`config.mk`:
```
export PLATFORM = sky130hd
export DESIGN_NAME = proportional_subframe_slice_selector_core
export DESIGN_NICKNAME = d
export VERILOG_FILES = /design/src/design/pssel_pkg.sv /design/src/design/pssel_div.sv /design/src/design/pssel_ctrl.sv /design/src/design/proportional_subframe_slice_selector_core.sv
export SDC_FILE = /design/constraint.sdc
export NUM_CORES = 1
export LEC_CHECK = 0
export ABC_AREA = 1
export BUFFER_PORTS_ARGS = -buffer_cell sky130_fd_sc_hd__buf_4
export CAP_MARGIN = 20
export CORE_AREA = 4 4 138 126
export DETAILED_ROUTE_END_ITERATION = 6
export DIE_AREA = 0 0 142 130
export PLACE_DENSITY = 0.85
export RECOVER_POWER = 25
export SYNTH_ARGS = -nofsm -noshare
export SYNTH_HDL_FRONTEND = slang
export SYNTH_HIERARCHICAL = 1
export SYNTH_SLANG_ARGS = --single-unit
```
`constraint.sdc`:
```
create_clock -name clk -period 4.15 [get_ports clk]
set_clock_uncertainty 0.1 [all_clocks]
set_input_delay 0.2075 -clock clk [delete_from_list [all_inputs] [get_ports clk]]
set_output_delay 0.2075 -clock clk [all_outputs]
set_load 0.02 [all_outputs]
```
`src/design/pssel_pkg.sv`:
```
// Shared types and constants for the proportional subframe slice selector.
// Used by pssel_div, pssel_ctrl and proportional_subframe_slice_selector_core.
package pssel_pkg;

	localparam int NUM_SLICES  = 4;
	localparam int SHARE_BITS  = 8;
	localparam int PERIOD_BITS = 8;
	localparam int SF_BITS     = 14;
	localparam int STATUS_W    = 2;
	localparam int SLICE_W     = 2;

	// slice counter, and a count wide enough for the sum of all reduced shares
	localparam int IDX_W = (NUM_SLICES > 1) ? $clog2(NUM_SLICES) : 1;
	localparam int CNT_W = SHARE_BITS + $clog2(NUM_SLICES);

	// shared divider: numerator covers subframe numbers and shares
	localparam int DIV_D_W   = (SHARE_BITS > PERIOD_BITS) ? SHARE_BITS : PERIOD_BITS;
	localparam int DIV_N_W   = (SF_BITS > DIV_D_W) ? SF_BITS : DIV_D_W;
	localparam int DIV_CNT_W = $clog2(DIV_N_W + 1);

	// configuration port
	localparam int CFG_IDX_W  = $clog2(NUM_SLICES + 2);
	localparam int CFG_DATA_W = DIV_D_W;

	typedef logic [SHARE_BITS-1:0]  share_t;
	typedef logic [PERIOD_BITS-1:0] period_t;
	typedef logic [SF_BITS-1:0]     sf_t;
	typedef logic [IDX_W-1:0]       idx_t;
	typedef logic [CNT_W-1:0]       cnt_t;
	typedef logic [SLICE_W-1:0]     slice_t;
	typedef logic [DIV_N_W-1:0]     div_num_t;
	typedef logic [DIV_D_W-1:0]     div_den_t;
	typedef logic [DIV_CNT_W-1:0]   div_cnt_t;
	typedef logic [CFG_IDX_W-1:0]   cfg_idx_t;

	// register index of the unsliced period; shares sit below it
	localparam cfg_idx_t REG_PERIOD = cfg_idx_t'(NUM_SLICES);

	typedef enum logic [STATUS_W-1:0] {
		STAT_SLICE    = 2'd0,
		STAT_UNSLICED = 2'd1,
		STAT_NONE     = 2'd2
	} status_t;

	typedef enum logic [3:0] {
		S_IDLE,
		S_CHECK,
		S_MOD_WAIT,
		S_PICK,
		S_OUT,
		S_GCD_LOAD,
		S_GCD_STEP,
		S_GCD_WAIT,
		S_QUO_START,
		S_QUO_WAIT
	} ctrl_state_t;

	typedef struct packed {
		logic     start;
		div_num_t dividend;
		div_den_t divisor;
	} div_req_t;

	typedef struct packed {
		logic     done;
		div_num_t quo;
		div_den_t rem;
	} div_rsp_t;

endpackage

```
`src/design/pssel_div.sv`:
```
// Shared restoring divider, one quotient bit per cycle.
// Depends on pssel_pkg for widths and the request/response structs.
module pssel_div (
	input  logic                clk,
	input  logic                arst_n,
	input  pssel_pkg::div_req_t req,
	output pssel_pkg::div_rsp_t rsp
);

	pssel_pkg::div_num_t quo_q;
	pssel_pkg::div_den_t rem_q;
	pssel_pkg::div_den_t den_q;
	pssel_pkg::div_cnt_t cnt_q;
	logic                done_q;

	logic [pssel_pkg::DIV_D_W:0] trial;
	logic [pssel_pkg::DIV_D_W:0] den_ext;
	logic [pssel_pkg::DIV_D_W:0] diff;
	logic                        fits;

	always_comb begin
		trial   = {rem_q, quo_q[pssel_pkg::DIV_N_W-1]};
		den_ext = {1'b0, den_q};
		diff    = trial - den_ext;
		fits    = (trial >= den_ext);
	end

	always_ff @(posedge clk or negedge arst_n) begin
		if (!arst_n) begin
			cnt_q  <= '0;
			done_q <= 1'b0;
			quo_q  <= '0;
			rem_q  <= '0;
			den_q  <= '0;
		end else if (req.start) begin
			// a new start also aborts any division in flight
			quo_q  <= req.dividend;
			rem_q  <= '0;
			den_q  <= req.divisor;
			cnt_q  <= pssel_pkg::div_cnt_t'(pssel_pkg::DIV_N_W);
			done_q <= 1'b0;
		end else if (cnt_q != '0) begin
			rem_q  <= fits ? diff[pssel_pkg::DIV_D_W-1:0] : trial[pssel_pkg::DIV_D_W-1:0];
			quo_q  <= {quo_q[pssel_pkg::DIV_N_W-2:0], fits};
			cnt_q  <= cnt_q - 1'b1;
			done_q <= (cnt_q == pssel_pkg::div_cnt_t'(1));
		end else begin
			done_q <= 1'b0;
		end
	end

	assign rsp.done = done_q;
	assign rsp.quo  = quo_q;
	assign rsp.rem  = rem_q;

endmodule

```
`src/design/pssel_ctrl.sv`:
```
// Sequencer: GCD reduction of the shares, cumulative bounds, per-item
// unsliced check and slice pick, plus the output register.
// Depends on pssel_pkg; drives the shared divider pssel_div.
module pssel_ctrl (
	input  logic                                            clk,
	input  logic                                            arst_n,
	input  logic                                            recalc,
	input  logic [pssel_pkg::NUM_SLICES-1:0][pssel_pkg::SHARE_BITS-1:0] share,
	input  pssel_pkg::period_t                              period,
	input  logic                                            in_valid,
	output logic                                            in_stall,
	input  pssel_pkg::sf_t                                  sf,
	output logic                                            out_valid,
	input  logic                                            out_stall,
	output logic [pssel_pkg::STATUS_W-1:0]                  status,
	output pssel_pkg::slice_t                               slice_index,
	output pssel_pkg::div_req_t                             div_req,
	input  pssel_pkg::div_rsp_t                             div_rsp
);

	pssel_pkg::ctrl_state_t state_q, state_nxt;

	pssel_pkg::idx_t   idx_q;
	pssel_pkg::share_t a_q;
	pssel_pkg::share_t b_q;
	pssel_pkg::cnt_t   acc_q;
	pssel_pkg::cnt_t   cum_q [pssel_pkg::NUM_SLICES];
	pssel_pkg::cnt_t   cursor_q;
	pssel_pkg::sf_t    sf_q;
	pssel_pkg::status_t res_status_q;
	pssel_pkg::slice_t  res_slice_q;

	logic               out_valid_q;
	pssel_pkg::status_t out_status_q;
	pssel_pkg::slice_t  out_slice_q;

	pssel_pkg::cnt_t   total;
	pssel_pkg::cnt_t   cursor_inc;
	pssel_pkg::cnt_t   cursor_nxt;
	pssel_pkg::cnt_t   quo_ext;
	pssel_pkg::slice_t chosen;
	logic              idx_last;
	logic              in_accept;
	logic              out_free;

	assign total      = cum_q[pssel_pkg::NUM_SLICES-1];
	assign idx_last   = (idx_q == pssel_pkg::idx_t'(pssel_pkg::NUM_SLICES - 1));
	assign in_accept  = in_valid && !in_stall;
	assign out_free   = !out_valid_q || !out_stall;
	assign quo_ext    = pssel_pkg::cnt_t'(pssel_pkg::share_t'(div_rsp.quo));
	assign cursor_inc = cursor_q + 1'b1;
	assign cursor_nxt = (cursor_inc >= total) ? '0 : cursor_inc;

	// first slice whose cumulative bound lies above the cursor
	always_comb begin
		chosen = '0;
		for (int i = pssel_pkg::NUM_SLICES - 1; i >= 0; i--) begin
			if (cursor_q < cum_q[i]) chosen = pssel_pkg::slice_t'(i);
		end
	end

	// next state
	always_comb begin
		state_nxt = state_q;
		if (recalc) begin
			state_nxt = pssel_pkg::S_GCD_LOAD;
		end else begin
			unique case (state_q)
				pssel_pkg::S_IDLE:
					if (in_accept) state_nxt = pssel_pkg::S_CHECK;
				pssel_pkg::S_CHECK: begin
					if (total == '0)              state_nxt = pssel_pkg::S_OUT;
					else if (period != '0)        state_nxt = pssel_pkg::S_MOD_WAIT;
					else                          state_nxt = pssel_pkg::S_PICK;
				end
				pssel_pkg::S_MOD_WAIT:
					if (div_rsp.done)
						state_nxt = (div_rsp.rem == '0) ? pssel_pkg::S_OUT : pssel_pkg::S_PICK;
				pssel_pkg::S_PICK:
					state_nxt = pssel_pkg::S_OUT;
				pssel_pkg::S_OUT:
					if (out_free) state_nxt = pssel_pkg::S_IDLE;
				pssel_pkg::S_GCD_LOAD:
					state_nxt = pssel_pkg::S_GCD_STEP;
				pssel_pkg::S_GCD_STEP: begin
					if (a_q != '0)     state_nxt = pssel_pkg::S_GCD_WAIT;
					else if (idx_last) state_nxt = pssel_pkg::S_QUO_START;
					else               state_nxt = pssel_pkg::S_GCD_LOAD;
				end
				pssel_pkg::S_GCD_WAIT:
					if (div_rsp.done) state_nxt = pssel_pkg::S_GCD_STEP;
				pssel_pkg::S_QUO_START:
					state_nxt = (b_q == '0) ? pssel_pkg::S_IDLE : pssel_pkg::S_QUO_WAIT;
				pssel_pkg::S_QUO_WAIT:
					if (div_rsp.done)
						state_nxt = idx_last ? pssel_pkg::S_IDLE : pssel_pkg::S_QUO_START;
				default:
					state_nxt = pssel_pkg::S_IDLE;
			endcase
		end
	end

	// divider requests and input stall
	always_comb begin
		div_req.start    = 1'b0;
		div_req.dividend = pssel_pkg::div_num_t'(sf_q);
		div_req.divisor  = pssel_pkg::div_den_t'(period);
		in_stall         = (state_q != pssel_pkg::S_IDLE) || recalc;
		unique case (state_q)
			pssel_pkg::S_CHECK:
				div_req.start = !recalc && (total != '0) && (period != '0);
			pssel_pkg::S_GCD_STEP: begin
				div_req.start    = !recalc && (a_q != '0);
				div_req.dividend = pssel_pkg::div_num_t'(b_q);
				div_req.divisor  = pssel_pkg::div_den_t'(a_q);
			end
			pssel_pkg::S_QUO_START: begin
				div_req.start    = !recalc && (b_q != '0);
				div_req.dividend = pssel_pkg::div_num_t'(share[idx_q]);
				div_req.divisor  = pssel_pkg::div_den_t'(b_q);
			end
			default: ;
		endcase
	end

	always_ff @(posedge clk or negedge arst_n) begin
		if (!arst_n) begin
			state_q <= pssel_pkg::S_IDLE;
		end else begin
			state_q <= state_nxt;
		end
	end

	always_ff @(posedge clk or negedge arst_n) begin
		if (!arst_n) begin
			idx_q        <= '0;
			a_q          <= '0;
			b_q          <= '0;
			acc_q        <= '0;
			cursor_q     <= '0;
			for (int i = 0; i < pssel_pkg::NUM_SLICES; i++) cum_q[i] <= '0;
			sf_q         <= '0;
			res_status_q <= pssel_pkg::STAT_NONE;
			res_slice_q  <= '0;
		end else if (recalc) begin
			idx_q    <= '0;
			b_q      <= '0;
			cursor_q <= '0;
		end else begin
			unique case (state_q)
				pssel_pkg::S_IDLE:
					if (in_accept) sf_q <= sf;
				pssel_pkg::S_CHECK: begin
					res_status_q <= pssel_pkg::STAT_NONE;
					res_slice_q  <= '0;
				end
				pssel_pkg::S_MOD_WAIT: begin
					res_status_q <= pssel_pkg::STAT_UNSLICED;
					res_slice_q  <= '0;
				end
				pssel_pkg::S_PICK: begin
					res_status_q <= pssel_pkg::STAT_SLICE;
					res_slice_q  <= chosen;
					cursor_q     <= cursor_nxt;
				end
				pssel_pkg::S_GCD_LOAD:
					a_q <= share[idx_q];
				pssel_pkg::S_GCD_STEP:
					if (a_q == '0) begin
						// b holds the running GCD
						idx_q <= idx_last ? '0 : idx_q + 1'b1;
						acc_q <= '0;
					end
				pssel_pkg::S_GCD_WAIT:
					if (div_rsp.done) begin
						b_q <= a_q;
						a_q <= pssel_pkg::share_t'(div_rsp.rem);
					end
				pssel_pkg::S_QUO_START:
					if (b_q == '0) begin
						for (int i = 0; i < pssel_pkg::NUM_SLICES; i++) cum_q[i] <= '0;
					end
				pssel_pkg::S_QUO_WAIT:
					if (div_rsp.done) begin
						cum_q[idx_q] <= acc_q + quo_ext;
						acc_q        <= acc_q + quo_ext;
						idx_q        <= idx_last ? '0 : idx_q + 1'b1;
					end
				default: ;
			endcase
		end
	end

	// output register
	always_ff @(posedge clk or negedge arst_n) begin
		if (!arst_n) begin
			out_valid_q <= 1'b0;
		end else if (state_q == pssel_pkg::S_OUT && out_free) begin
			out_valid_q <= 1'b1;
		end else if (!out_stall) begin
			out_valid_q <= 1'b0;
		end
	end

	always_ff @(posedge clk) begin
		if (state_q == pssel_pkg::S_OUT && out_free) begin
			out_status_q <= res_status_q;
			out_slice_q  <= res_slice_q;
		end
	end

	assign out_valid   = out_valid_q;
	assign status      = out_status_q;
	assign slice_index = out_slice_q;

	a_cursor_in_range: assert property (@(posedge clk) disable iff (!arst_n)
		(state_q == pssel_pkg::S_IDLE && total != '0) |-> (cursor_q < total))
		else $error("cursor outside allocation sequence");

	a_pick_needs_alloc: assert property (@(posedge clk) disable iff (!arst_n)
		(state_q == pssel_pkg::S_PICK) |-> (total != '0))
		else $error("slice pick with no allocation");

	a_out_from_seq: assert property (@(posedge clk) disable iff (!arst_n)
		$rose(out_valid_q) |-> ($past(state_q) == pssel_pkg::S_OUT))
		else $error("result appeared outside output state");

	a_slice_zero: assert property (@(posedge clk) disable iff (!arst_n)
		(out_valid_q && out_status_q != pssel_pkg::STAT_SLICE) |-> (out_slice_q == '0))
		else $error("slice index set on a non-slice result");

	a_stall_when_busy: assert property (@(posedge clk) disable iff (!arst_n)
		(state_q == pssel_pkg::S_GCD_WAIT || state_q == pssel_pkg::S_QUO_WAIT ||
		 state_q == pssel_pkg::S_MOD_WAIT) |-> in_stall)
		else $error("input taken while the divider is busy");

endmodule

```
`src/design/proportional_subframe_slice_selector_core.sv`:
```
// An accepted item goes through the check, pick and output states, and the result is then held
// in the output register; with no allocation the pick is skipped, and with an unsliced period set
// the check waits on the 14-step divider. Items are taken one at a time.
// A config write to a share or the period restarts the share reduction (GCD plus quotients on the
// same divider) and holds off input items until it finishes.
// Reset: all shares and the period clear to zero, so items report no allocation.
module proportional_subframe_slice_selector_core (
	input  logic                                clk,
	input  logic                                arst_n,
	input  logic                                cfg_we,
	input  pssel_pkg::cfg_idx_t                 cfg_index,
	input  logic [pssel_pkg::CFG_DATA_W-1:0]    cfg_data,
	input  logic                                in_valid,
	output logic                                in_stall,
	input  pssel_pkg::sf_t                      subframe_number,
	output logic                                out_valid,
	input  logic                                out_stall,
	output logic [pssel_pkg::STATUS_W-1:0]      status,
	output pssel_pkg::slice_t                   slice_index
);

	logic [pssel_pkg::NUM_SLICES-1:0][pssel_pkg::SHARE_BITS-1:0] share_q;
	pssel_pkg::period_t  period_q;
	logic                recalc;
	pssel_pkg::div_req_t div_req;
	pssel_pkg::div_rsp_t div_rsp;

	// writes beyond the register list are dropped and trigger nothing
	assign recalc = cfg_we && (cfg_index <= pssel_pkg::REG_PERIOD);

	always_ff @(posedge clk or negedge arst_n) begin
		if (!arst_n) begin
			share_q  <= '0;
			period_q <= '0;
		end else if (cfg_we) begin
			if (cfg_index < pssel_pkg::REG_PERIOD)
				share_q[cfg_index[pssel_pkg::IDX_W-1:0]] <= cfg_data[pssel_pkg::SHARE_BITS-1:0];
			else if (cfg_index == pssel_pkg::REG_PERIOD)
				period_q <= cfg_data[pssel_pkg::PERIOD_BITS-1:0];
		end
	end

	pssel_div u_div (
		.clk    (clk),
		.arst_n (arst_n),
		.req    (div_req),
		.rsp    (div_rsp)
	);

	pssel_ctrl u_ctrl (
		.clk         (clk),
		.arst_n      (arst_n),
		.recalc      (recalc),
		.share       (share_q),
		.period      (period_q),
		.in_valid    (in_valid),
		.in_stall    (in_stall),
		.sf          (subframe_number),
		.out_valid   (out_valid),
		.out_stall   (out_stall),
		.status      (status),
		.slice_index (slice_index),
		.div_req     (div_req),
		.div_rsp     (div_rsp)
	);

endmodule

```
* Yosys cells after proc, flatten, opt, wreduce, memory -nomap -nowiden
Cells that the tools add are included.
** Operators by class
- $add $sub $neg :: 5
- Magnitude comparators :: 13
- Equal/unequal tests :: 23
- Multiplexer cells :: 60
- Bitwise gates (word level) :: 3
- Reduce and logical (&&, ||, !) cells :: 48
** Operator list (count)
- 2-to-1 mux 40 bit :: 2
- one-hot mux 40 bit (2 select lines) :: 1
- 2-to-1 mux 8 bit :: 9
- 2-to-1 mux 10 bit :: 6
- 2-to-1 mux 4 bit :: 13
- one-hot mux 22 bit (2 select lines) :: 1
- bitwise mux 40 bit :: 1
- < comparator 10 bit :: 4
- one-hot mux 4 bit (10 select lines) :: 1
- bitwise mux 32 bit :: 1
- 2-to-1 mux 14 bit :: 2
- logical NOT 8 bit :: 3
- nonzero test 8 bit :: 3
- demux 10 bit (select 2 bit) :: 1
- one-hot mux 10 bit (2 select lines) :: 1
- binary-select mux 8 bit (select 2 bit) :: 1
- demux 8 bit (select 2 bit) :: 1
- == test 4 x 3 -> 1 bit, second input constant :: 4
- 2-to-1 mux 2 bit :: 8
- one-hot mux 8 bit (2 select lines) :: 1
- nonzero test 2 bit :: 8
- AND reduction 3 bit :: 4
- adder 10 x 1 -> 10 bit, second input constant :: 1
- adder 10 x 8 -> 10 bit :: 1
- other kinds (39) :: 74
** Storage, ports and cells
- Bits in registers :: 180
- Bits of input ports :: 30
- Logic and storage cells :: 178

* Depth between registers and ports, before layout
- Depth in word-level cells :: 8
- Mapped depth :: 15
- Mapped depth without buffers :: 15

* Cells and area by module
Netlist, hierarchy kept.
** By module, submodules not included
- pssel_ctrl :: instances 1, cells an instance 923, area an instance 6939.2 um^2, sequential area each 2648.8 um^2
- pssel_div :: instances 1, cells an instance 259, area an instance 2078.2 um^2, sequential area each 875.8 um^2
- proportional_subframe_slice_selector_core :: instances 1, cells an instance 184, area an instance 1667.8 um^2, sequential area each 1001.0 um^2

* Least setup slack after synthesis
OpenSTA, ideal clock, no wires.
- Path type :: flip-flop to flip-flop
- From :: register u_ctrl.cursor_q[1]
- To :: register u_ctrl.cursor_q[3]
- Arrival time :: 2.163 ns
- Required time :: 3.926 ns
- Setup slack :: 1.763 ns
- Stages on the path, launching flop included :: 15
- Buffers on the path :: 0
- Clock period less this slack :: 2.387 ns
- Cell sequence :: dfrtp_1 ha_1 nand3_1 nor3_1 nand2_1 xor2_1 inv_1 ha_1 nand2_1 nor2_1 nand2_1 nor2_1 nor3_4 nand2_2 o21ai_2
** Between the ends
- Longest elaborated chain between the ends :: 5
** RTL lines
- start: declaration :: line pssel_ctrl.sv:28 : pssel_pkg::cnt_t cursor_q;
- start signal: assignment :: line pssel_ctrl.sv:164 : cursor_q <= cursor_nxt;
- adder 10 x 1 -> 10 bit (*) :: line pssel_ctrl.sv:51 : assign cursor_inc = cursor_q + 1'b1;
- greater-or-equal comparator 10 bit :: line pssel_ctrl.sv:52 : assign cursor_nxt = (cursor_inc >= total) ? '0 : cursor_inc;
- 2-to-1 mux 10 bit (*) :: line pssel_ctrl.sv:52
- 2-to-1 mux 10 bit (*) :: line pssel_ctrl.sv:150 : unique case (state_q)
- 2-to-1 mux 10 bit (*) :: line pssel_ctrl.sv:145 : end else if (recalc) begin
Every way passes the cells marked *; elsewhere a longest branch is shown, timed or not. The select of a mux whose other input is x is not followed.
A chain may end at the register's enable or synchronous reset.

==> summary.txt <==
WS Path Type -> in2reg
starting density of the core -> 66.70%
failing checks -> capacitance limit, slew limit
# nets final -> 1,523
cells after synthesis -> 1,366
postcts setup bufs -> 0
GPL Wtd Cong -> 0.9561
post-cts hold buffer count -> 24
Most used DFF post-synth -> dfrtp_1
Synth Warn # -> 6
Final WS setup -> 1.146 ns
total wire length -> 27,300 um
commonest non-fill, non-tap cell in the layout -> nand2_1
final hold slack -> 0.04249 ns
DR WL/cell -> 16.63 um
fin. max-slew vios -> 100
largest family of logic cells by synthesized area -> simple AND/OR/NAND/NOR gates
port bufs -> 35
maximum root-to-sink buffer count -> 2
Clock H-tree levels -> 4
most frequent cells in the layout -> nand2_1, dfrtp_1, inv_1, nor2_1, nand3_1
# IOs -> 36
Final min period -> 3.004 ns
Resized cells post-CTS -> 0
layout cells sized above 1 -> 9.902%
simple-gate share of the synthesized area -> 29.48%
Worst R2R Path Depth -> 15
vias per cell -> 5.771
setup tns final -> 0 ns
first-pass GRT wire length -> 44,820 um
Synthesized Nets -> 1,468
Die X -> 142 um
Critical R2R Capture -> u_div/quo_q[0]$_DFFE_PN0P_
syn avg cell area -> 7.822 sq um
Sequential Area -> 0.004526 sq mm
EDFF count, synth -> 4
Reg2Reg Setup Slack -> 1.17 ns
Critical Path Max Stage Delay -> 0.87 ns
design area -> 0.01185 sq mm
CTS clk-pin slew, worst paths -> 0.07 ns
worst endpoint required time -> 4.37 ns
Hold Vio Cnt, Final -> 0
outcome -> finished, violations left
PD cells -> 555.8 mW/mm^2
die height -> 130 um
cts bufs inserted -> 17
Total Routing Usage GR -> 30.73%
r2r startpoint -> u_ctrl/state_q[1]$_DFFE_PN0P_
# fillers -> 1,202
Synth Area in Adders -> 8.571%
diode count -> 0
area occupied by multi-input gates -> 0.005325 sq mm
Final ANT Viol Nets -> 0
initial antenna violation count -> 0
Lkg Pwr -> 6.260 nW
CP endpoint -> u_div/quo_q[0]$_DFFE_PN0P_
Worst Path Arrival -> 3.22 ns
post-synthesis sequential area ratio -> 42.35%
Setup Viol. Count Final -> 0
total power -> 0.006584 W
Core Area -> 0.01602 sq mm
fmax -> 0.3329 GHz
Hold Path Class -> in2reg
slowest CP cell -> nor2_1
CP endpoint kind -> flip-flop
CTS root buffer -> clkbuf_16
RSZ-0062 raised after global routing -> no
vias in the first global route -> 9,139
Slew HR -> -19.87%
Most common cell on crit path -> nand2_1
largest net degree at the start of global routing -> 107
Mapped Area -> 0.01069 sq mm
max_cap viols -> 2
clk sink count -> 180
Layout area overhead -> 10.87%
Starting DRT DRC Count -> 1,084
Synth Area in Compound Gates -> 10.47%
total gr overflow -> 0
Worst Path Max Fanout -> 28
DRC -> 0
hpwl dp -> 19,330 um
die area -> 0.01846 sq mm
worst slew pin tran -> 1.798 ns
CP startpoint kind -> input pin
crit path from -> cfg_index[1]
DRT Pass-1 Iters -> 6
DP Area -> 0.01109 sq mm
Unique masters post-synth -> 51
worst path cell trace -> clkbuf_1, nor2_1, nand2_1, nand2_1, inv_1, o21ai_0, a21oi_1, buf_4, nor2_1, nand2_1, buf_4, o22ai_1, o21bai_2, inv_1
Worst-Skew Late Latency -> 0.42 ns
Period Utilization, post-route -> 72.38%
XOR/XNOR Fraction of Synth Area -> 0.9016%
peak supply drop -> 0.5290 mV
FP Rows -> 44
total number of vias -> 9,470
Setup WS pre-CTS -> 1.231 ns
Yosys reg bits -> 180
post-synthesis mux area share -> 0.8431%
ys async rst share -> 97.78%
CTS tree -> yes
==> how the worst min path moves through the flow <==
stage | startpoint | to | slack, ns | cells past startpoint
final | cfg_index[0] | share_q[18]$_DFFE_PN0P_ | 0.04 | 4
after global routing | cfg_index[0] | share_q[22]$_DFFE_PN0P_ | 0.04 | 4
after CTS | cfg_index[1] | share_q[9]$_DFFE_PN0P_ | 0.05 | 4
after detailed placement | arst_n | u_ctrl/acc_q[6]$_DFFE_PN0P_ | 0.17 | 1
after global placement | arst_n | u_ctrl/acc_q[6]$_DFFE_PN0P_ | 0.16 | 1
after floorplan | arst_n | period_q[0]$_DFFE_PN0P_ | -0.19 | 0
==> cell families (layout without fill, tap and decap cells) <==
kind of cell	after synthesis	in the layout
flip-flops	180	180
buffers and inverters	193	261
AO/OA/AOI/OAI	184	184
multiplexers	8	8
XOR/XNOR	11	11
AND/OR/NAND/NOR	718	718
adder cells (fa/ha/maj)	72	72
==> Yosys cell counts, types with 11 or more instances <==
cell,count,share of area [%]
nand3_1,95,4.4
o21ai_1,33,1.5
dfrtp_1,175,41
nand2_2,14,0.82
o22ai_1,11,0.64
o21ai_0,46,2.2
ha_1,70,8.2
o211ai_1,21,1.5
nor2_1,103,3.6
inv_2,21,0.74
inv_1,143,5.0
nand2_1,453,16
a21oi_1,35,1.6
o221ai_1,15,1.2
==> layer usage <==
layer  GRT usage (%)  vias up  share of wire, %
li1                -     4535                 -
met1           40.86     4417                42
met2           50.93      456                48
met3           6.376       62               7.7
met4           10.16        0               2.9
met5               0        -                 0
==> area by class of cell <==
class / instances / share of cell area [%]
Clock inverter: 9 / 0.7605
Clock buffer: 23 / 4.204
Sequential cell: 180 / 38.20
Inverter: 167 / 5.302
Tap cell: 207 / 2.186
Multi-Input combinational cell: 993 / 44.95
Timing Repair Buffer: 62 / 4.394
==> flip-flops by register name (all words and copies together), names as in the netlist, 4 cells and up <==
register         count
u_ctrl/cum_q        30
u_div/quo_q         14
u_ctrl/state_q       4
u_div/cnt_q          4
period_q             8
u_ctrl/acc_q        10
u_div/rem_q          8
u_ctrl/total        10
share_q             32
u_ctrl/a_q           8
u_ctrl/b_q           8
u_ctrl/sf_q         14
u_ctrl/cursor_q     10
u_div/den_q          8
==> where the power goes <==
group | switching, W | total [W] | internal, W
clock | 0.000680 | 0.00159 | 0.000913
combinational | 0.00160 | 0.00249 | 0.000898
sequential | 0.000323 | 0.00250 | 0.00218
total | 0.00260 | 0.00658 | 0.00399
==> critical path: cells and delay by family <==
kind	cells	cell delay, ns
simple gates	5	1.68
buf+inv	5	0.86
compound gates	4	0.46
==> metrics by stage <==
stage	util [%]	instances
6_report	73.95	1641
5_1_grt	73.95	1641
4_1_cts	74.37	1641
3_5_place_dp	69.20	1585
3_3_place_gp	69.20	1585
2_1_floorplan	-	1366
No activity file was read; power rests on OpenSTA's default activity.
